### config.mk
export PLATFORM = sky130hd
export DESIGN_NAME = bis_back
export DESIGN_NICKNAME = d
export VERILOG_FILES = /design/src/design/bilinear_image_scaler_top_defines.svh /design/src/design/bis_pkg.sv /design/src/design/bis_back.sv
export SDC_FILE = /design/constraint.sdc
export NUM_CORES = 2
export LEC_CHECK = 0
export BUFFER_PORTS_ARGS = -buffer_cell sky130_fd_sc_hd__buf_4
export CAP_MARGIN = 20
export CORE_ASPECT_RATIO = 1.2
export CORE_MARGIN = 2
export CORE_UTILIZATION = 59
export CTS_CLUSTER_SIZE = 40
export DETAILED_ROUTE_END_ITERATION = 8
export PLACE_DENSITY = 0.78
export SKIP_CTS_REPAIR_TIMING = 1
export SLEW_MARGIN = 20
export SYNTH_ARGS = -nofsm -noshare
export SYNTH_HDL_FRONTEND = slang
export SYNTH_SLANG_ARGS = --single-unit
export TNS_END_PERCENT = 10
### constraint.sdc
create_clock -name clk -period 13.44 [get_ports clk]
set_clock_uncertainty 0.1 [all_clocks]
set_input_delay 2.016 -clock clk [delete_from_list [all_inputs] [get_ports clk]]
set_output_delay 2.016 -clock clk [all_outputs]
set_load 0.01 [all_outputs]
### src/design/bilinear_image_scaler_top_defines.svh
// Assertion macros for the bilinear image scaler.
// Used by the top level only; needs a clock named clk and reset arst_n in scope.
`ifndef BILINEAR_IMAGE_SCALER_TOP_DEFINES_SVH
`define BILINEAR_IMAGE_SCALER_TOP_DEFINES_SVH

// Same-cycle implication, disabled during reset.
`define BIS_ASSERT_NOW(label, ante, cons) \
	label: assert property (@(posedge clk) disable iff (!arst_n) (ante) |-> (cons)) \
		else $error("bilinear scaler check failed");

// Next-cycle implication, disabled during reset.
`define BIS_ASSERT_NEXT(label, ante, cons) \
	label: assert property (@(posedge clk) disable iff (!arst_n) (ante) |=> (cons)) \
		else $error("bilinear scaler check failed");

`endif

### src/design/bis_pkg.sv
// Shared types and constants of the bilinear image scaler.
// No dependencies; used by the front end, queue, back end and top level.
package bis_pkg;

	// Register indexes of the configuration port.
	localparam logic [2:0] REG_IN_WIDTH   = 3'd0;
	localparam logic [2:0] REG_IN_HEIGHT  = 3'd1;
	localparam logic [2:0] REG_OUT_WIDTH  = 3'd2;
	localparam logic [2:0] REG_OUT_HEIGHT = 3'd3;
	localparam logic [2:0] REG_STEP       = 3'd4;

	// Clamp limits of the frame sizes and of the results per job.
	localparam logic [12:0] MAX_IN_HEIGHT  = 13'd4096;
	localparam logic [12:0] MAX_OUT_WIDTH  = 13'd4096;
	localparam logic [14:0] MAX_OUT_HEIGHT = 15'd16384;
	localparam logic [5:0]  MAX_RESULTS_M1 = 6'd63;

	// One unit of work for the back end: the block of output pixels one
	// input word completes, plus the four neighbor pixels.
	typedef struct packed {
		logic [23:0] cur;
		logic [23:0] above;
		logic [23:0] left;
		logic [23:0] left_above;
		logic [12:0] col;
		logic [12:0] row;
		logic [12:0] x0;
		logic [12:0] x1;
		logic [23:0] px0;
		logic [14:0] y0;
		logic [14:0] y1;
		logic [25:0] py0;
	} job_t;

	// Queue status seen by the producer and the consumer.
	typedef struct packed {
		logic full;
		logic empty;
	} queue_status_t;

endpackage

### src/design/bis_back.sv
// Back end: walks the output block of a job and blends each output pixel.
// Depends on bis_pkg.
module bis_back #(
	parameter int FRAC_BITS = 8
) (
	input  logic                   clk,
	input  logic                   arst_n,
	input  logic [10:0]            step,
	input  bis_pkg::job_t          head,
	input  bis_pkg::queue_status_t qstat,
	output logic                   pop,
	output logic                   out_valid,
	input  logic                   out_stall,
	output logic [23:0]            out_pixel,
	output logic [11:0]            out_x,
	output logic [13:0]            out_y,
	output logic                   last
);

	localparam int WTW = 2 * FRAC_BITS + 1;
	localparam int SW = WTW + 10;
	localparam logic [FRAC_BITS:0] ONE = (FRAC_BITS + 1)'(1) << FRAC_BITS;

	bis_pkg::job_t job_q;
	logic        active_q;
	logic [12:0] ox_q;
	logic [14:0] oy_q;
	logic [23:0] px_q;
	logic [25:0] py_q;
	logic [5:0]  n_q;
	logic        en, fin, row_end, lf, up;

	logic                 v_s1, v_s2, v_s3;
	logic [23:0]          p00_s1, p01_s1, p10_s1, p11_s1;
	logic [23:0]          p00_s2, p01_s2, p10_s2, p11_s2;
	logic [FRAC_BITS-1:0] fx_s1, fy_s1;
	logic [WTW-1:0]       w00_s2, w01_s2, w10_s2, w11_s2;
	logic [12:0]          ox_s1, ox_s2;
	logic [14:0]          oy_s1, oy_s2;
	logic                 last_s1, last_s2;
	logic [23:0]          blend;

	// Pipeline advance and generator control.
	always_comb begin
		en      = !(v_s3 && out_stall);
		row_end = (ox_q + 13'd1 == job_q.x1);
		fin     = (n_q == bis_pkg::MAX_RESULTS_M1) || (row_end && (oy_q + 15'd1 == job_q.y1));
		lf      = (px_q >> FRAC_BITS) < 24'(job_q.col);
		up      = (py_q >> FRAC_BITS) < 26'(job_q.row);
		pop     = !active_q && !qstat.empty;
	end

	// Output pixel walk in raster order, at most one block of results per job.
	always_ff @(posedge clk or negedge arst_n) begin
		if (!arst_n) begin
			active_q <= 1'b0;
		end else if (!active_q) begin
			if (!qstat.empty) begin
				job_q    <= head;
				ox_q     <= head.x0;
				px_q     <= head.px0;
				oy_q     <= head.y0;
				py_q     <= head.py0;
				n_q      <= '0;
				active_q <= 1'b1;
			end
		end else if (en) begin
			n_q <= n_q + 6'd1;
			if (fin) begin
				active_q <= 1'b0;
			end else if (row_end) begin
				ox_q <= job_q.x0;
				px_q <= job_q.px0;
				oy_q <= oy_q + 15'd1;
				py_q <= py_q + 26'(step);
			end else begin
				ox_q <= ox_q + 13'd1;
				px_q <= px_q + 24'(step);
			end
		end
	end

	// Valid bits of the blend pipeline.
	always_ff @(posedge clk or negedge arst_n) begin
		if (!arst_n) begin
			v_s1 <= 1'b0;
			v_s2 <= 1'b0;
			v_s3 <= 1'b0;
		end else if (en) begin
			v_s1 <= active_q;
			v_s2 <= v_s1;
			v_s3 <= v_s2;
		end
	end

	// Channel sums of the four weighted neighbors.
	always_comb begin
		logic [SW-1:0] s;
		blend = '0;
		for (int k = 0; k < 3; k++) begin
			s = SW'(w00_s2 * p00_s2[8*k +: 8]) + SW'(w01_s2 * p01_s2[8*k +: 8])
			  + SW'(w10_s2 * p10_s2[8*k +: 8]) + SW'(w11_s2 * p11_s2[8*k +: 8]);
			blend[8*k +: 8] = s[2*FRAC_BITS +: 8];
		end
	end

	// Neighbor select, weights, then blend.
	always_ff @(posedge clk) begin
		if (en) begin
			p00_s1  <= lf ? (up ? job_q.left_above : job_q.left) : (up ? job_q.above : job_q.cur);
			p01_s1  <= up ? job_q.above : job_q.cur;
			p10_s1  <= lf ? job_q.left : job_q.cur;
			p11_s1  <= job_q.cur;
			fx_s1   <= px_q[FRAC_BITS-1:0];
			fy_s1   <= py_q[FRAC_BITS-1:0];
			ox_s1   <= ox_q;
			oy_s1   <= oy_q;
			last_s1 <= fin;

			w00_s2  <= WTW'((ONE - {1'b0, fx_s1}) * (ONE - {1'b0, fy_s1}));
			w01_s2  <= WTW'({1'b0, fx_s1} * (ONE - {1'b0, fy_s1}));
			w10_s2  <= WTW'((ONE - {1'b0, fx_s1}) * {1'b0, fy_s1});
			w11_s2  <= WTW'({1'b0, fx_s1} * {1'b0, fy_s1});
			p00_s2  <= p00_s1;
			p01_s2  <= p01_s1;
			p10_s2  <= p10_s1;
			p11_s2  <= p11_s1;
			ox_s2   <= ox_s1;
			oy_s2   <= oy_s1;
			last_s2 <= last_s1;

			out_pixel <= blend;
			out_x     <= ox_s2[11:0];
			out_y     <= oy_s2[13:0];
			last      <= last_s2;
		end
	end

	assign out_valid = v_s3;

endmodule

==> results.txt <==
Headroom to the max-slew limit came out at 25.7%. The post-DP HPWL came out at 167 mm. The routed via count divided by cell count came out at 5.60. The x dimension of the die is 348 µm. The net count after synthesis is 10400. In this run, distinct cell masters in the synthesized netlist total 74. The wire length per cell after detailed routing is 21.4 µm.

The initial core utilization came out at 59.3%. The global route total overflow is 0. Along the worst hold path, the cell count comes to 0. The hold violation count in the final report is 0.

Averaged over all synthesized cells, the footprint is 10.5 µm². Sequential cells were found to cover 23.4% of the synthesized design area. The flow ran to the end, and the final reports show no timing, DRC or antenna violations.

The via count of the first global-routing pass came out at 62500. Counting flops with a built-in enable in the synthesized netlist gives 648. The DRC marker count from the first detailed-route iteration came out at 3767. CTS placed an instance of sky130_fd_sc_hd__clkbuf_16 at the clock tree root. The maximum clock path buffer count came out at 3. The period utilization came out at 64.1%. The final critical path time including I/O delays and setup is 8.62 ns. The setup TNS after final layout is 0 ns. The fmax came out at 116 MHz. The congestion estimate from routability-driven global placement came to 0.940.

The CTS sink count is 652. The kind of capture point of the worst setup path is a flip-flop. The top-level I/O count came out at 297.

Synthesis produced 7962 cells. The largest net degree at the start of global routing is 160. The fraction of layout cells with a size suffix above 1 came out at 7.85%. Setup repair after global routing left no endpoint under its margin.

The wire length of the first global-routing pass came out at 339 mm. The worst-margin pin slew came out at 1.11 ns. The area overhead of the layout relative to synthesis is 7.59%. The net total in the final layout is 10500. The number of warning messages in the yosys log came out at 0. The clock transition at the register clock pins on the worst setup and hold paths after CTS came out at 0.07 ns. The DRC violations left came out at 0. The length of the first detailed-routing pass in iterations came out at 6. The critical setup path kind is reg -> reg.

The type of origin of the critical path is a flip-flop. The number of placement rows is 151. The count of final max-slew check failures is 0. The max-capacitance violation count came out at 0. The vertical die dimension is 416 µm.

The placeable core region came out at 0.141 mm². The final antenna-violating net count is 0. TritonCTS built the clock tree. The worst reg-to-reg path cell count is 27. Setup violations remaining at the end of the flow were counted as 0.

The class of the tightest hold or removal check is reg -> reg. The overall routed net length is 213 mm. The die covers 0.145 mm². The leading register cell type out of synthesis is sky130_fd_sc_hd__edfxtp_1. The insertion delay to the later sink of the worst-skew pair is 0.68 ns. The number of antenna violations at the first check in global routing came out at 18. The netlist area before placement is 0.0835 mm².

The via total after detailed routing is 55900. The required time reported for the critical path endpoint is 13.74 ns. For this run, the total global-route usage over all layers was measured as 30.8%.

The data arrival time of the critical path came out at 8.92 ns. In this run the number of H-tree levels came out at 3. The register bit count reported by yosys came out at 652.

The maximum fanout encountered on the critical timing path is 67. Counting flops with an async set or reset pin after synthesis yields a share of 0.613%. The number of I/O port buffers is 295. The number of buffers inserted during clock tree synthesis is 67.
-- logic make-up after synthesis --
| kind of cell | share of synthesized area (%) |
|---|---|
| buf+inv | 9.96 |
| mux | 1.71 |
| compound gates | 2.37 |
| xor+xnor | 2.57 |
| flops | 23.4 |
| simple gates | 13.3 |
| fa+ha+maj | 46.7 |
-- registers in the layout, indices dropped and copies added (netlist names), 17 cells and up --
name	cells
p00_s1	24
px_q	24
p11_s2	24
p01_s2	24
p10_s2	24
py_q	26
p01_s1	24
out_pixel	24
w00_s2	17
job_q	187
p00_s2	24
p10_s1	24
p11_s1	24
-- critical path: stages (launching register included) --
cell                       delay (ns)
sky130_fd_sc_hd__edfxtp_1        0.32
sky130_fd_sc_hd__buf_4           0.33
sky130_fd_sc_hd__buf_4           0.64
sky130_fd_sc_hd__nand2_1         0.15
sky130_fd_sc_hd__fa_1            0.52
sky130_fd_sc_hd__inv_1           0.05
sky130_fd_sc_hd__fa_1            0.50
sky130_fd_sc_hd__inv_1           0.06
sky130_fd_sc_hd__fa_1            0.53
sky130_fd_sc_hd__inv_1           0.06
sky130_fd_sc_hd__fa_1            0.51
sky130_fd_sc_hd__inv_1           0.06
sky130_fd_sc_hd__fa_1            0.50
sky130_fd_sc_hd__fa_1            0.50
sky130_fd_sc_hd__inv_1           0.05
sky130_fd_sc_hd__fa_1            0.48
sky130_fd_sc_hd__inv_1           0.06
sky130_fd_sc_hd__fa_1            0.47
sky130_fd_sc_hd__inv_1           0.04
sky130_fd_sc_hd__ha_1            0.17
sky130_fd_sc_hd__a22oi_1         0.18
sky130_fd_sc_hd__o211ai_1        0.11
sky130_fd_sc_hd__o21ai_0         0.54
sky130_fd_sc_hd__a211o_1         0.39
sky130_fd_sc_hd__o21ai_0         0.28
sky130_fd_sc_hd__o41a_1          0.41
sky130_fd_sc_hd__a21oi_1         0.18
sky130_fd_sc_hd__xnor2_1         0.08
-- stage by stage --
stage	hold WS, ns	utilization [%]	cells	instance area (µm²)	worst slack, ns
6_report	0.271	63.8	9987	89900	4.82
5_1_grt	0.290	63.8	9985	89900	4.51
4_1_cts	0.273	63.7	9972	89800	4.82
3_5_place_dp	0.305	62.1	9852	87500	4.85
3_3_place_gp	0.302	62.1	9852	87500	4.99
2_1_floorplan	0.300	-	7962	83500	1.56
-- path summary, 6_finish.rpt --
path                                     startpoint                     end  slack, ns
worst max-delay path            w00_s2[0]$_DFFE_PN_  out_pixel[7]$_DFFE_PN_       4.82
worst min-delay path            p10_s1[2]$_DFFE_PN_     p10_s2[2]$_DFFE_PN_       0.27
worst max register to register  w00_s2[0]$_DFFE_PN_  out_pixel[7]$_DFFE_PN_       4.82
worst min register to register  p10_s1[2]$_DFFE_PN_     p10_s2[2]$_DFFE_PN_       0.27
max in group asynchronous                    arst_n      active_q$_DFF_PN0_      12.06
min in group asynchronous                    arst_n      active_q$_DFF_PN0_       1.04
-- Yosys cell counts, drive strengths merged, types with 8 or more instances --
cell type | number | area [µm²]
inv | 1855 | 6960
fa | 1583 | 31700
nand2 | 1125 | 4220
and2 | 830 | 5190
edfxtp | 648 | 19500
ha | 585 | 7320
clkbuf | 317 | 1190
xnor2 | 165 | 1450
nor2 | 108 | 405
a21oi | 107 | 536
mux2 | 107 | 1200
xor2 | 72 | 631
o21ai | 55 | 275
nand3 | 43 | 220
nor3 | 36 | 180
and3 | 26 | 169
a21o | 25 | 188
mux2i | 22 | 220
buf | 21 | 154
nand4 | 20 | 146
nor2b | 16 | 100
nand2b | 14 | 87.6
o211ai | 14 | 105
o21a | 14 | 105
a31oi | 13 | 81.3
nor4 | 12 | 93.8
a211oi | 10 | 75.1
or3 | 10 | 62.6
and4 | 9 | 78.8
o221ai | 8 | 70.1
o31ai | 8 | 60.1
or2 | 8 | 50.1
-- per-layer routing --
| layer | GRT usage (%) | share of wire (%) | routed length (µm) |
|---|---|---|---|
| met5 | 0 | 0.027 | 57 |
| met4 | 19.4 | 7.3 | 15600 |
| met3 | 5.72 | 7.3 | 15600 |
| met2 | 54.6 | 52 | 110000 |
| met1 | 34.0 | 34 | 71800 |
-- area by class of cell --
| type | instances | area (µm²) |
|---|---|---|
| tap | 1836 | 2300 |
| multi-input combinational | 5115 | 55700 |
| clock buffer | 75 | 1710 |
| inverter | 1855 | 6970 |
| clock inverter | 45 | 569 |
| antenna | 11 | 27.5 |
| fill | 10800 | 51100 |
| sequential | 652 | 19600 |
| timing repair buffer | 398 | 3030 |
-- cell usage in the layout, fill, tap and decap left out, types with 16 or more instances in the layout --
cell / netlist / final
sky130_fd_sc_hd__clkbuf_16: 0 / 67
sky130_fd_sc_hd__a21o_1: 25 / 25
sky130_fd_sc_hd__nor2_1: 108 / 108
sky130_fd_sc_hd__mux2i_1: 22 / 22
sky130_fd_sc_hd__o21ai_0: 51 / 51
sky130_fd_sc_hd__nand3_1: 42 / 42
sky130_fd_sc_hd__edfxtp_1: 648 / 648
sky130_fd_sc_hd__nor3_1: 36 / 35
sky130_fd_sc_hd__and2_1: 830 / 829
sky130_fd_sc_hd__fa_1: 1583 / 1583
sky130_fd_sc_hd__nor2b_1: 16 / 16
sky130_fd_sc_hd__inv_1: 1855 / 1854
sky130_fd_sc_hd__nand2_1: 1125 / 1124
sky130_fd_sc_hd__ha_1: 585 / 585
sky130_fd_sc_hd__and3_1: 24 / 24
sky130_fd_sc_hd__a21oi_1: 107 / 107
sky130_fd_sc_hd__xor2_1: 72 / 71
sky130_fd_sc_hd__mux2_2: 107 / 107
sky130_fd_sc_hd__nand4_1: 18 / 18
sky130_fd_sc_hd__buf_4: 7 / 393
sky130_fd_sc_hd__xnor2_1: 165 / 165
Power is not shown: default switching activity piles up to over one toggle a cycle in this logic, so the estimate is an artifact.
