### src/design/bilinear_image_scaler_top_defines.svh
// Assertion macros for the bilinear image scaler.
// Used by the top level only; needs a clock named clk and reset arst_n in scope.
`ifndef BILINEAR_IMAGE_SCALER_TOP_DEFINES_SVH
`define BILINEAR_IMAGE_SCALER_TOP_DEFINES_SVH

// Same-cycle implication, disabled during reset.
`define BIS_ASSERT_NOW(label, ante, cons) \
	label: assert property (@(posedge clk) disable iff (!arst_n) (ante) |-> (cons)) \
		else $error("bilinear scaler check failed");

// Next-cycle implication, disabled during reset.
`define BIS_ASSERT_NEXT(label, ante, cons) \
	label: assert property (@(posedge clk) disable iff (!arst_n) (ante) |=> (cons)) \
		else $error("bilinear scaler check failed");

`endif

### src/design/bis_pkg.sv
// Shared types and constants of the bilinear image scaler.
// No dependencies; used by the front end, queue, back end and top level.
package bis_pkg;

	// Register indexes of the configuration port.
	localparam logic [2:0] REG_IN_WIDTH   = 3'd0;
	localparam logic [2:0] REG_IN_HEIGHT  = 3'd1;
	localparam logic [2:0] REG_OUT_WIDTH  = 3'd2;
	localparam logic [2:0] REG_OUT_HEIGHT = 3'd3;
	localparam logic [2:0] REG_STEP       = 3'd4;

	// Clamp limits of the frame sizes and of the results per job.
	localparam logic [12:0] MAX_IN_HEIGHT  = 13'd4096;
	localparam logic [12:0] MAX_OUT_WIDTH  = 13'd4096;
	localparam logic [14:0] MAX_OUT_HEIGHT = 15'd16384;
	localparam logic [5:0]  MAX_RESULTS_M1 = 6'd63;

	// One unit of work for the back end: the block of output pixels one
	// input word completes, plus the four neighbor pixels.
	typedef struct packed {
		logic [23:0] cur;
		logic [23:0] above;
		logic [23:0] left;
		logic [23:0] left_above;
		logic [12:0] col;
		logic [12:0] row;
		logic [12:0] x0;
		logic [12:0] x1;
		logic [23:0] px0;
		logic [14:0] y0;
		logic [14:0] y1;
		logic [25:0] py0;
	} job_t;

	// Queue status seen by the producer and the consumer.
	typedef struct packed {
		logic full;
		logic empty;
	} queue_status_t;

endpackage

### src/design/bis_queue.sv
// Two-entry job queue between front and back end.
// Depends on bis_pkg.
module bis_queue (
	input  logic                   clk,
	input  logic                   arst_n,
	input  logic                   push,
	input  bis_pkg::job_t          wjob,
	input  logic                   pop,
	output bis_pkg::job_t          head,
	output bis_pkg::queue_status_t qstat
);

	bis_pkg::job_t mem_q [2];
	logic       wp_q, rp_q;
	logic [1:0] cnt_q;

	// Pointers and occupancy.
	always_ff @(posedge clk or negedge arst_n) begin
		if (!arst_n) begin
			wp_q  <= 1'b0;
			rp_q  <= 1'b0;
			cnt_q <= 2'd0;
		end else begin
			if (push) begin
				wp_q <= !wp_q;
			end
			if (pop) begin
				rp_q <= !rp_q;
			end
			cnt_q <= cnt_q + {1'b0, push} - {1'b0, pop};
		end
	end

	// Entry storage.
	always_ff @(posedge clk) begin
		if (push) begin
			mem_q[wp_q] <= wjob;
		end
	end

	assign head        = mem_q[rp_q];
	assign qstat.full  = (cnt_q == 2'd2);
	assign qstat.empty = (cnt_q == 2'd0);

endmodule

### config.mk
export PLATFORM = sky130hd
export DESIGN_NAME = bis_queue
export DESIGN_NICKNAME = d
export VERILOG_FILES = /design/src/design/bilinear_image_scaler_top_defines.svh /design/src/design/bis_pkg.sv /design/src/design/bis_queue.sv
export SDC_FILE = /design/constraint.sdc
export NUM_CORES = 1
export LEC_CHECK = 0
export BUFFER_PORTS_ARGS = -buffer_cell sky130_fd_sc_hd__buf_2
export CAP_MARGIN = 20
export CORE_MARGIN = 2
export CORE_UTILIZATION = 47
export DETAILED_ROUTE_END_ITERATION = 10
export PLACE_DENSITY_LB_ADDON = 0.12
export SLEW_MARGIN = 20
export SYNTH_ARGS = -nofsm -noshare
export SYNTH_HDL_FRONTEND = slang
export SYNTH_SLANG_ARGS = --single-unit
### constraint.sdc
create_clock -name clk -period 12 [get_ports clk]
set_clock_uncertainty 0.05 [all_clocks]
set_input_delay 1.2 -clock clk [delete_from_list [all_inputs] [get_ports clk]]
set_output_delay 1.2 -clock clk [all_outputs]
set_load 0.02 [all_outputs]
==> results.ini, run 1 <==
[outcome]
status=finished, final reports clean

[timing]
finalCriticalPeriod_ps=4778
setup-violations-final=0
tightest_slew_ps=1071
period_share_pct=39.82
timing.hold.ws_ps=409.3
slew_viol_final=0
rsz0062_at_grt=no
slew_headroom_pct=28.58
timing.fmax_mhz=209.3
setup_tns_ps=0
finalWorstSetupSlack_ps=7222
final-hold-violation-count=0

[cells_and_area]
final_area_sq_um=21120
final_core_util_pct=59.80
fillers=2678
multiInputGateArea_sq_um=2666
drive_above_1_share_pct=61.08
layout.nets=1453
syn2layout_area_growth_pct=26.22
instances_no_fill=1726
regArea_sq_um=13800

[die]
die_w_microns=192.7
io_pins=462
die_area_sq_um=37120
initial_utilization_pct=47.38
core_sq_um=35310
die_h_microns=192.7
rows=69

[placement]
port_buffers=461
dp.cells=1631
pre_cts_ws_ps=7675
dp_hpwl_microns=24950
gp_congestion=0.7965
placed_area_sq_um=19430

[route]
ant_nets=0
vias_per_cell=4.950
drc=0
drt_iter0_drc=389
dr_total_vias=8544
wire_per_inst_microns=21.08
dr.pass1.iters=4
drt_wl_total_microns=36380

[logic_synthesis]
syn_nets=958
postSynth.asyncResetShare_pct=0.8696
yosysTopAreaCellShare_pct=81.85
syn-instance-count=724
ys_top_cells_by_count=456 x edfxtp_1, 228 x mux2_2, 23 x buf_6
ys_types=13
synth-seq-cells=460
synthFlopType=edfxtp_1
synth_edf_count=456
yosys.area.top_type=edfxtp_1
synth_area_sq_um=16730
synth_most_common_cell=edfxtp_1
synth_area_leaders=edfxtp_1 82%, mux2_2 15%, buf_6 1.5%, dfrtp_1 0.60%, ha_1 0.15%
ys_warn_count=0
synth.avg_cell_area_sq_um=23.11
synth_seq_area_share_pct=82.45

[cts]
numCtsBuffers=47
cts_tree=yes
post_cts_buffers=0
cts.sinks=460
cts_hold_buf=0
clk_pin_slew_ps=60
worst_skew_pair.late_latency_ps=530
cts_max_path_buffers=3
clock-root-buffer=clkbuf_16
htree_levels=2
ctsResizeCount=0

[setup_path]
cp-end-kind=output pin
max_stage_delay_ps=790
start_kind=flop
cpMostUsedCell=buf_4
arrival_ps=3530
cp_cell_sequence=buf_4, buf_4, mux2_2, buf_2
crit_slowest_cell=dfrtp_4
critical_path.max_fanout=70
required_ps=10750
path_class=flop to output pin

[power]
power.leakage_nw=7.948
power_density_nw_per_um2=255.3
peakVddDrop_v=0.0001635
power_mw=5.392

[global_route]
overflow=0
grt_util_all_layers_pct=18.75
grt_pass1_vias=8701
grt_pass1_wl_microns=50980
grt_max_degree=78
antenna_found_initial=15

[worst_hold_path]
hold_path_class=input pin to asynchronous set/reset pin

[flow_run]
drv_cap=0

[power by group]
part           internal [mW]  leakage, nW  switching (mW)
combinational          0.614         2.83           0.995
sequential              2.14         4.33          0.0999
clock                  0.982        0.797           0.565
total                   3.73         7.95            1.66
[routing by layer]
layer / vias up / track usage (%) / share of wire (%)
met5: - / 0 / 0.16
li1: 3911 / - / -
met4: 10 / 8.691 / 4.1
met3: 97 / 7.092 / 9.7
met1: 4165 / 21.53 / 36
met2: 361 / 31.14 / 50
[worst paths after layout]
kind	start	to	slack (ps)	depth (start not counted)
min reg2reg	wp_q	wp_q	490	1
max	rp_q	head[180]	7220	4
max reg2reg	wp_q	mem_q[0][202]	9030	3
max in group asynchronous	arst_n	rp_q	11340	1
min	arst_n	wp_q	410	1
min in group clk	wp_q	wp_q	490	1
[sequential cells by signal, indices dropped and copies added, names as in the netlist]
name / cells
mem_q: 456
cnt_q: 2
rp_q: 1
wp_q: 1
[layout make-up]
type                            count  area share, %
Antenna cell                       11         0.1304
Clock buffer                       64          6.074
Clock inverter                     20          1.778
Inverter                            2        0.03555
Multi-Input combinational cell    237          12.63
Sequential cell                   460          65.34
Tap cell                          461          2.732
Timing Repair Buffer              471          11.28
[logic make-up (layout without fill, tap and decap cells)]
| logic type | count (synthesis) | count (layout) | synth area share [%] |
|---|---|---|---|
| DFF | 460 | 460 | 82.45 |
| adders and majority gates | 2 | 2 | 0.1496 |
| muxes | 228 | 228 | 15.35 |
| xor gates and xnor gates | 3 | 3 | 0.2468 |
| buffers and inverters | 27 | 557 | 1.668 |
| and+or+nand+nor | 4 | 4 | 0.1346 |
| other | 0 | 11 | 0 |
[cell usage in the layout, fill, tap and decap left out, types with 2 or more instances in the layout]
cell       synthesis  final
buf_2              1    461
buf_4              1     10
bufinv_16          0     11
clkbuf_1           0     15
clkbuf_16          0     49
clkinv_1           0      5
clkinv_2           0      2
dfrtp_1            4      3
diode_2            0     11
edfxtp_1         456    456
ha_1               2      2
inv_1              2      2
mux2_2           228    228
xor2_1             2      2
[worst max-delay path: cells and delay by family, from the launching register on]
kind     cells  cell delay, ps
buf+inv      3            1660
flops        1             790
mux          1             430
Note: power is estimated with default switching activity, not from simulation.
==> run 2: changes to the inputs <==
--- a/config.mk
+++ b/config.mk
@@ -5,10 +5,11 @@
 export SDC_FILE = /design/constraint.sdc
 export NUM_CORES = 1
 export LEC_CHECK = 0
+export ABC_AREA = 1
 export BUFFER_PORTS_ARGS = -buffer_cell sky130_fd_sc_hd__buf_2
 export CAP_MARGIN = 20
 export CORE_MARGIN = 2
-export CORE_UTILIZATION = 47
+export CORE_UTILIZATION = 51
 export DETAILED_ROUTE_END_ITERATION = 10
 export PLACE_DENSITY_LB_ADDON = 0.12
 export SLEW_MARGIN = 20
==> constraint.sdc (replaced) <==
create_clock -name clk -period 4.77 [get_ports clk]
set_clock_uncertainty 0.05 [all_clocks]
set_input_delay 0.477 -clock clk [delete_from_list [all_inputs] [get_ports clk]]
set_output_delay 0.477 -clock clk [all_outputs]
set_load 0.02 [all_outputs]
==> run 2 against run 1 <==
Total power rose to 2.5 times the previous value; clock power up 120%; combinational power rose to 2.8 times the previous value; non-clock buffer count up 2; global-route usage up 1.7 points; clock-buffer cell count down 9; largest power group unchanged; highest routed layer unchanged.
==> results.ini, run 2 <==
[outcome]
status=finished, final reports clean

[logic_synthesis]
synthSimpleGateAreaFrac_pct=5.175
postSynth.asyncResetShare_pct=0.8696
synth.avg_cell_area_sq_um=14.22
ys_types=17
synth_seq_area_share_pct=79.79
synth-seq-cells=460
synth_most_common_cell=edfxtp_1
synth_mux_area_share_pct=0
ys_warn_count=0
synth_compound_area_share_pct=6.731
synthFlopType=edfxtp_1
ys_top_cells_by_count=456 x edfxtp_1, 235 x inv_1, 234 x nand2_1
yosysTopAreaCellShare_pct=79.21
syn_nets=1450
synth_xor_area_share_pct=0.1013
yosys.area.top_type=edfxtp_1
synth_edf_count=456
syn-instance-count=1216
yosys.area_share.adder_pct=0.1447
synth_area_sq_um=17290
synth_top_family_by_area=buffers and inverters
synth_area_leaders=edfxtp_1 79%, inv_1 5.1%, nand2_1 5.1%, o21ai_0 4.0%, o21ai_1 2.4%

[cells_and_area]
final_area_sq_um=21330
instances_no_fill=2186
layout.nets=1921
drive_above_1_share_pct=31.42
final_core_util_pct=63.76
multiInputGateArea_sq_um=2108
layout_commonest_cell=buf_2
largest_register_ffs=456
syn2layout_area_growth_pct=23.37
fillers=2598
regMostFlops=mem_q
mostFrequentLayoutCells=461 x buf_2, 456 x edfxtp_1, 234 x inv_1, 234 x nand2_1, 139 x o21ai_0
top_regs=mem_q: 456 flops, cnt_q: 2 flops
regArea_sq_um=13800

[cts]
cts_tree=yes
htree_levels=2
numCtsBuffers=47
clk_pin_slew_ps=60
post_cts_buffers=0
clock-root-buffer=clkbuf_16
ctsResizeCount=0
cts.sinks=460
cts_max_path_buffers=3
cts_hold_buf=1
worst_skew_pair.late_latency_ps=550

[die]
rows=67
initial_utilization_pct=51.69
die_area_sq_um=35390
core_sq_um=33450
die_h_microns=188.1
die_w_microns=188.1
io_pins=462

[global_route]
grt_pass1_wl_microns=55010
grt_util_all_layers_pct=20.42
grt_pass1_vias=10210
grt_max_degree=120
antenna_found_initial=17
overflow=0

[timing]
rsz0062_at_grt=no
slew_viol_final=0
tightest_slew_ps=742.2
period_share_pct=60.83
slew_headroom_pct=50.40
final-hold-violation-count=0
setup-violations-final=0
finalWorstSetupSlack_ps=1869
timing.hold.ws_ps=57.84
setup_tns_ps=0
finalCriticalPeriod_ps=2901
timing.fmax_mhz=344.7

[power]
power_density_nw_per_um2=632.9
power.leakage_nw=9.096
peakVddDrop_v=0.0003953
power_mw=13.50

[route]
wire_per_inst_microns=16.68
drt_wl_total_microns=36460
ant_nets=0
drc=0
dr.pass1.iters=4
vias_per_cell=4.768
dr_total_vias=10423
drt_iter0_drc=669

[setup_path]
cp-end-kind=output pin
arrival_ps=2370
critical_path.max_fanout=82
r2r_start=wp_q
path_class=flop to output pin
max_stage_delay_ps=670
crit_slowest_cell=dfrtp_4
crit_start=rp_q
required_ps=4240
start_kind=flop
cp_cell_sequence=buf_16, buf_4, nand2_1, o21ai_0, buf_2

[placement]
gp_congestion=0.7685
port_buffers=461
pre_cts_ws_ps=2189
placed_area_sq_um=19820
dp_hpwl_microns=24220
dp.cells=2084

[worst_hold_path]
hold_path_class=input pin to flop
worstHoldStart=wjob[12]

[flow_run]
drv_cap=0

-- run 2: cell types whose count changed in the layout (fill, tap and decap cells not counted), moves of 2 or more --
| cell | change |
|---|---|
| clkinv_2 | +7 |
| nand2_1 | +234 |
| mux2_2 | -228 |
| o21ai_1 | +83 |
| diode_2 | +2 |
| o21ai_0 | +139 |
| bufinv_16 | -9 |
| buf_12 | +7 |
| o21ai_2 | +6 |
| clkbuf_1 | -9 |
| inv_1 | +232 |
| buf_4 | -7 |
| clkinv_1 | +15 |
-- run 2: cell families after synthesis --
kind of cell / after synthesis
compound gates: 228
xor+xnor: 2
fa+ha+maj: 2
buf+inv: 286
flops: 460
simple gates: 238
-- run 2: where the power goes --
part / internal (mW) / total, mW / leakage (nW) / switching, mW
Clock: 1.97 / 3.41 / 0.706 / 1.44
Combinational: 1.26 / 4.52 / 4.06 / 3.26
Sequential: 5.36 / 5.57 / 4.33 / 0.210
-- run 2: critical path, delay by kind of cell, from the launching register on --
kind	cells	cell delay [ps]
flops	1	670
buf+inv	3	900
compound gates	1	110
simple gates	1	80
-- run 2: path summary, 6_finish.rpt --
check | cells after the start | to | slack, ps
worst max-delay path | 5 | head[214] | 1870
worst min-delay path | 1 | mem_q[0][12] | 60
worst max register to register | 2 | mem_q[0][110] | 2650
worst min register to register | 1 | wp_q | 500
max in group asynchronous | 2 | rp_q | 4290
min in group asynchronous | 2 | rp_q | 220
-- run 2: cell type report --
type,instances,share of cell area [%]
clock buffers,55,5.855
clock inverters,32,0.8800
flip-flops and latches,460,64.69
diodes,13,0.1525
well taps,448,2.628
multi-input cells,470,9.885
repair buffers,473,11.76
inverters,235,4.153
-- run 2: layer usage --
| metal | share of wire (%) | vias to the layer above | wire [microns] | track usage (%) |
|---|---|---|---|---|
| met1 | 36 | 4851 | 13310 | 23.34 |
| li1 | - | 5084 | - | - |
| met5 | 0.19 | - | 69 | 0 |
| met4 | 3.5 | 10 | 1272 | 8.843 |
| met2 | 50 | 394 | 18180 | 34.62 |
| met3 | 10 | 84 | 3628 | 7.412 |
==> run 3: changes to the inputs <==
--- a/config.mk
+++ b/config.mk
@@ -5,11 +5,11 @@
 export SDC_FILE = /design/constraint.sdc
 export NUM_CORES = 1
 export LEC_CHECK = 0
-export ABC_AREA = 1
+export ABC_AREA = 0
 export BUFFER_PORTS_ARGS = -buffer_cell sky130_fd_sc_hd__buf_2
 export CAP_MARGIN = 20
 export CORE_MARGIN = 2
-export CORE_UTILIZATION = 51
+export CORE_UTILIZATION = 47
 export DETAILED_ROUTE_END_ITERATION = 10
 export PLACE_DENSITY_LB_ADDON = 0.12
 export SLEW_MARGIN = 20
==> constraint.sdc (replaced) <==
create_clock -name clk -period 2.5 [get_ports clk]
set_clock_uncertainty 0.05 [all_clocks]
set_input_delay 0.25 -clock clk [delete_from_list [all_inputs] [get_ports clk]]
set_output_delay 0.25 -clock clk [all_outputs]
set_load 0.02 [all_outputs]
==> run 3 against run 2 <==
Critical path depth fell by 2; utilization up 2.7 points; flip-flop and latch count is the same; clock power up 95%; cell area is 10% higher; die area up 4.9%; sequential share of layout area is 5.9 points lower; clock-buffer cell count increased by 3; worst setup slack worse by 1700 ps; wire length rose by 2.2%; first-iteration DRC count fell by 37%.
==> results.ini, run 3 (same netlist as run 1, synthesis figures left out) <==
[route]
drc=0
wire_per_inst_microns=18.98
dr.pass1.iters=4
dr_total_vias=9429
drt_iter0_drc=424
ant_nets=0
drt_wl_total_microns=37280
vias_per_cell=4.801

[power]
power_density_nw_per_um2=1096
peakVddDrop_v=0.0007677
pwr-share-clk_pct=25.8
comb_power_share_pct=33.2
p_int_mw=17.56
power.leakage_nw=8.959
power.switching_mw=8.188
power_mw=25.74
switching_share_pct=31.81
p_seq_share_pct=41.0

[global_route]
grt_util_all_layers_pct=19.53
overflow=0
grt_pass1_vias=9829
grt_pass1_wl_microns=54120
grt_max_degree=104
antenna_found_initial=1

[setup_path]
path_class=flop to output pin
start_kind=flop
required_ps=2200
arrival_ps=2060
r2r_cells=2
critical_path.max_fanout=63
r2r_start=wp_q
cp_cell_sequence=buf_16, mux2_2, buf_2
crit_start=rp_q
cp-end-kind=output pin
max_stage_delay_ps=540
crit_slowest_cell=dfrtp_4

[worst_hold_path]
worstHoldPathCells=2
worstHoldStart=wjob[55]
hold_path_class=input pin to flop

[timing]
slew_headroom_pct=58.03
period_share_pct=94.43
finalWorstSetupSlack_ps=139.2
slew_viol_final=0
finalCriticalPeriod_ps=2361
rsz0062_at_grt=no
tightest_slew_ps=629.5
timing.fmax_mhz=423.6
final-hold-violation-count=0
setup-violations-final=0

[cts]
numCtsBuffers=47
cts.sinks=460
cts_max_path_buffers=3
clk_pin_slew_ps=60
cts_tree=yes
htree_levels=2
worst_skew_pair.late_latency_ps=560
clock-root-buffer=clkbuf_16

[cells_and_area]
top_regs=mem_q: 456 flops, cnt_q: 2 flops
largest_register_ffs=456
drive_above_1_share_pct=51.66
layout_commonest_cell=buf_2
mostFrequentLayoutCells=461 x buf_2, 456 x edfxtp_1, 232 x dlygate4sd3_1, 227 x mux2_2, 49 x clkbuf_16
regMostFlops=mem_q
fillers=2452
syn2layout_area_growth_pct=40.36
layout.nets=1698

[placement]
pre_cts_ws_ps=600.1
port_buffers=461
gp_congestion=0.7501
dp_hpwl_microns=24010

[outcome]
status=finished, final reports clean

[flow_run]
drv_cap=0

[die]
die_h_microns=192.7
die_w_microns=192.7
die_area_sq_um=37120
io_pins=462
core_sq_um=35310
initial_utilization_pct=47.38
rows=69

-- run 3: cell type report --
cell class                      instances  area, sq um  area share, %
Tap cell                              461        576.8          2.457
Multi-Input combinational cell        237         2670          11.37
Timing Repair Buffer                  716         4964          21.14
Clock inverter                         29        202.7         0.8633
Inverter                                2        7.507        0.03197
Sequential cell                       460        13800          58.76
Clock buffer                           58         1260          5.366
Antenna cell                            1        2.502        0.01066
-- run 3: critical path, delay by kind of cell (launching register included) --
| family | cells | cell delay (ps) |
|---|---|---|
| buffers and inverters | 2 | 460 |
| flip-flops | 1 | 540 |
| multiplexers | 1 | 400 |
-- run 3: layer usage --
metal | part of all wire, % | vias to the layer above | track usage [%]
met4 | 3.7 | 0 | 9.278
met5 | 0 | - | 0
met2 | 51 | 348 | 33.51
met3 | 7.7 | 77 | 6.019
met1 | 38 | 4608 | 22.30
li1 | - | 4396 | -
-- run 3: path summary, 6_finish.rpt --
path | slack, ps | end
setup / recovery | 140 | head[178]
hold / removal | 360 | mem_q[1][55]
setup reg to reg | 830 | mem_q[1][78]
hold reg to reg | 510 | wp_q
max in group asynchronous | 1610 | rp_q
min in group asynchronous | 570 | cnt_q[1]
-- run 3: power by group through the flow --
stage	clock, mW	combinational, mW	sequential (mW)
6_report	6.64	8.55	10.6
5_1_grt	7.13	9.09	10.7
4_1_cts	6.84	8.59	10.6
3_5_place_dp	0	8.24	10.7
3_3_place_gp	0	8.24	10.7
2_1_floorplan	0	5.70	10.8
-- run 3: what timing repair did --
item,4_1_cts,5_1_grt
resized for setup,3,0
endpoints found under the hold margin,463,0
buffers inserted,0,3
pin swaps,0,0
hold buffers,232,0
endpoints found under the setup margin,35,63
-- run 3: stage by stage --
stage               std cells  hold WS [ps]  utilization, %  setup TNS, ps  area [sq um]
detailed placement       1641         22.69           55.66              0         19660
CTS                      1960         311.9           66.43              0         23460
finish                   1964         356.0           66.50              0         23480
floorplan                 724        -95.59               -        -685370         16740
global route             1964         330.5           66.50              0         23480
global placement         1641         19.87           55.66              0         19660
